`src/rtl/kfs_pkg.sv`:
```
package kfs_pkg;

   localparam int DEPTH_DEFAULT = 16;

   localparam logic [1:0] CMD_ENQUEUE = 2'd0;
   localparam logic [1:0] CMD_DEQUEUE = 2'd1;
   localparam logic [1:0] CMD_SEARCH  = 2'd2;
   localparam logic [1:0] CMD_UNUSED  = 2'd3;

   typedef enum logic [1:0] {
      STATUS_OK        = 2'd0,
      STATUS_EMPTY     = 2'd1,
      STATUS_FULL      = 2'd2,
      STATUS_NOT_FOUND = 2'd3
   } status_type;

   typedef struct packed {
      logic [31:0] id;
      logic [55:0] key;
      logic [63:0] desc_a;
      logic [63:0] desc_b;
      logic [23:0] desc_c;
   } record_type;

   typedef struct packed {
      logic load;
      logic shift;
   } chain_ctl_type;

   // Every byte after the first zero byte is cleared; the first character is
   // the most significant byte.
   function automatic logic [55:0] cut_key(input logic [55:0] v);
      logic        ended;
      logic [55:0] r;
      ended = 1'b0;
      r = '0;
      for (int i = 6; i >= 0; i--) begin
         if (v[i*8 +: 8] == 8'h00) ended = 1'b1;
         if (!ended) r[i*8 +: 8] = v[i*8 +: 8];
      end
      return r;
   endfunction

   function automatic logic [151:0] cut_desc(input logic [151:0] v);
      logic         ended;
      logic [151:0] r;
      ended = 1'b0;
      r = '0;
      for (int i = 18; i >= 0; i--) begin
         if (v[i*8 +: 8] == 8'h00) ended = 1'b1;
         if (!ended) r[i*8 +: 8] = v[i*8 +: 8];
      end
      return r;
   endfunction

endpackage

```
`src/rtl/kfs_cell.sv`:
```
module kfs_cell (
   input  logic                  clock,
   input  logic                  load,
   input  logic                  shift,
   input  kfs_pkg::record_type   load_rec,
   input  kfs_pkg::record_type   next_rec,
   output kfs_pkg::record_type   rec
);

   kfs_pkg::record_type rec_ff;

   always_ff @(posedge clock) begin
      if (load) begin
         rec_ff <= load_rec;
      end else if (shift) begin
         rec_ff <= next_rec;
      end
   end

   assign rec = rec_ff;

endmodule

```
`src/rtl/kfs_chain.sv`:
```
module kfs_chain #(
   parameter int DEPTH = kfs_pkg::DEPTH_DEFAULT,
   parameter int AW    = $clog2(DEPTH)
) (
   input  logic                   clock,
   input  kfs_pkg::chain_ctl_type ctl,
   input  logic [AW-1:0]          load_index,
   input  kfs_pkg::record_type    load_rec,
   output kfs_pkg::record_type    head_rec
);

   kfs_pkg::record_type rec [DEPTH];

   // The cells form a ring: each one takes its upper neighbor on a shift, and the
   // last one takes the head, so a full sweep of DEPTH shifts restores the order.
   for (genvar i = 0; i < DEPTH; i++) begin : g_cell
      localparam int NEXT = (i + 1) % DEPTH;
      kfs_cell u_cell (
         .clock    (clock),
         .load     (ctl.load && (load_index == AW'(i))),
         .shift    (ctl.shift),
         .load_rec (load_rec),
         .next_rec (rec[NEXT]),
         .rec      (rec[i])
      );
   end

   assign head_rec = rec[0];

endmodule

```
`config.mk`:
```
export PLATFORM = sky130hd
export DESIGN_NAME = kfs_chain
export DESIGN_NICKNAME = d
export VERILOG_FILES = /design/src/rtl/kfs_pkg.sv /design/src/rtl/kfs_cell.sv /design/src/rtl/kfs_chain.sv
export SDC_FILE = /design/constraint.sdc
export NUM_CORES = 2
export LEC_CHECK = 0
export BUFFER_PORTS_ARGS = -buffer_cell sky130_fd_sc_hd__buf_4
export CORE_ASPECT_RATIO = 1.2
export CORE_MARGIN = 1
export CORE_UTILIZATION = 64
export CTS_CLUSTER_DIAMETER = 60
export DETAILED_ROUTE_END_ITERATION = 7
export PLACE_DENSITY = 0.92
export SKIP_CTS_REPAIR_TIMING = 1
export SYNTH_ARGS = -nofsm -noshare
export SYNTH_HDL_FRONTEND = slang
export SYNTH_SLANG_ARGS = --single-unit
```
`constraint.sdc`:
```
create_clock -name clock -period 21.3 [get_ports clock]
set_input_delay 3.195 -clock clock [delete_from_list [all_inputs] [get_ports clock]]
set_output_delay 3.195 -clock clock [all_outputs]
set_load 0.03 [all_outputs]
```
==> impl_metrics.csv <==
group,metric,value,unit
status,status,"finished clean",
power_and_ir_drop,total_power,0.01684,W
cells_and_area,multi_input_area,0.04365,sq mm
floorplanning,die_w,461.0,um
cells_and_area,post-route-util,71.61,%
power_and_ir_drop,power_density,93.90,mW/mm^2
cells_and_area,drive_above_1_share,50.93,%
critical_path,start_kind,"input port",
floorplanning,ioPinCount,487,
power_and_ir_drop,vdd_drop_max,0.00007661,V
floorplanning,die_h,552.7,um
cells_and_area,final_cell_mix,"edfxtp_1 (3840), mux2_2 (3426), buf_4 (596), mux2_1 (414), clkbuf_16 (366)",
placed_design,port_buffers,486,
synth,synth_cells,8383,
timing,rsz0062_at_grt,"false",
cells_and_area,largest_reg_flops,3840,
global_route,antenna_found_initial,28,
floorplanning,rows,201,
synth,synth_nets,8630,
timing,hold_viol_final,0,
global_route,grt_pass1_vias,86746,
drt,vias_per_cell,6.726,
cells_and_area,finalNetCount,8940,
cells_and_area,fillerInstances,12896,
timing,setup-violations-final,0,
synth,seq_area_frac_synth,71.28,%
clock_tree,cts-root-buf,"clkbuf_16",
synth,syn_area,0.1618,sq mm
critical_path,required,21780,ps
drt,drt_first_pass_iters,7,
synth,synth.distinct_cells,16,
synth,yosysWarnings,0,
timing,drv_slew,0,
critical_path,crit_fanout,65,
cells_and_area,syn_to_final_growth,10.89,%
global_route,grt_max_degree,146,
clock_tree,clock_path_buffers,4,
clock_tree,cts.sinks,3840,
floorplanning,design.die.area,0.2548,sq mm
cells_and_area,mostFrequentLayoutCell,"edfxtp_1",
cells_and_area,regArea,0.1153,sq mm
timing,period_needed,7108,ps
placed_design,gp_congestion,0.8123,
clock_tree,clk_pin_slew,70,ps
worst_hold_path,min_path_type,"reg2reg",
power_and_ir_drop,p_leak,61.16,nW
placed_design,pre_cts_ws,13450,ps
drt,routedWlPerCell,31.92,um
clock_tree,cts_tree,"done",
floorplanning,start_util,64.58,%
timing,skew,70.80,ps
job,cap_viol_max_count,0,
critical_path,critPathArrivalTime,7590,ps
drt,wirelength,393.4,mm
synth,ys_ff_latch,3840,
drt,ant_nets,0,
drt,vias,82893,
timing,min_period_over_period,33.37,%
critical_path,critical_path_class,"in2reg",
floorplanning,core-area,0.2505,sq mm
timing,fmax,140.7,MHz
clock_tree,clk_latency,940,ps
timing,timing.slew.headroom,12.60,%
synth,avgSynthCellArea,19.30,sq um
clock_tree,cts_htree_levels,5,
global_route,grt_pass1_wl,580.6,mm
timing,tns,0,ps
clock_tree,numCtsBuffers,365,
drt,drc,0,
global_route,grt-ovfl-total,0,
critical_path,worstSetupEndpointType,"register",
drt,first_iter_violations,10267,
timing,worst_slack,14190,ps
timing,fin_hold_ws,498.5,ps
timing,tightestPinTransition,1311,ps
global_route,grt_usage,30.63,%
placed_design,hpwl,202.8,mm
[cell families after synthesis]
group / count (synthesis) / share of synthesized area, %
simple gates: 40 / 0.1408
buf+inv: 663 / 1.847
mux: 3840 / 26.73
flops: 3840 / 71.28
[final timing paths]
path	start	slack, ps	cells past startpoint	endpoint
setup / recovery	load_index[3]	14190	7	g_cell[5].u_cell.rec[67]$_DFFE_PP_
hold / removal	g_cell[5].u_cell.rec[203]$_DFFE_PP_	500	1	g_cell[4].u_cell.rec[203]$_DFFE_PP_
setup reg to reg	g_cell[0].u_cell.rec[211]$_DFFE_PP_	20110	1	g_cell[15].u_cell.rec[211]$_DFFE_PP_
hold reg to reg	g_cell[5].u_cell.rec[203]$_DFFE_PP_	500	1	g_cell[4].u_cell.rec[203]$_DFFE_PP_
[routing by layer]
metal	GRT usage [%]	part of all wire [%]
met1	40.56	36
met2	50.30	49
met3	5.961	10
met4	11.69	3.9
met5	0	0.030
[power breakdown]
| part | internal (W) | switching [W] | total (W) | leakage [nW] |
|---|---|---|---|---|
| combinational | 0.000494 | 0.000685 | 0.00118 | 17.8 |
| sequential | 0.00899 | 0.000207 | 0.00920 | 37.7 |
| clock | 0.00354 | 0.00293 | 0.00646 | 5.60 |
| total | 0.0130 | 0.00382 | 0.0168 | 61.2 |
[per-stage QoR]
| stage | area, sq um | instances |
|---|---|---|
| after floorplan | 161800 | 8383 |
| after CTS | 179400 | 12316 |
| after detailed placement | 167800 | 11675 |
| final | 179400 | 12324 |
| after global routing | 179400 | 12321 |
| after global placement | 167800 | 11675 |
[worst max-delay path: stages]
cell      delay (ps)
buf_4            140
nand3b_1         400
nor2_4           170
buf_4            680
or2_4           1010
buf_4            860
buf_4            830
[Yosys cell counts]
master,n,area (sq um)
edfxtp_1,3840,115300
mux2_2,3426,38580
mux2_1,414,4662
buf_2,372,1862
clkbuf_1,277,1040
nand2b_1,11,68.82
nor2_1,10,37.54
or2_2,10,62.56
buf_4,9,67.56
buf_1,5,18.77
nand2_1,2,7.510
nand3b_1,2,15.01
or3_1,2,12.51
nand3_1,1,5.000
nor2b_1,1,6.260
nor3b_2,1,12.51
[cell type report]
type | count | area share [%]
sequential | 3840 | 64.28
tap | 3349 | 2.336
multi-input combinational | 3880 | 24.34
clock inverter | 218 | 1.203
timing repair buffer | 606 | 2.606
clock buffer | 423 | 5.225
antenna | 8 | 0.01116
Power figures use the tool's default switching activity.
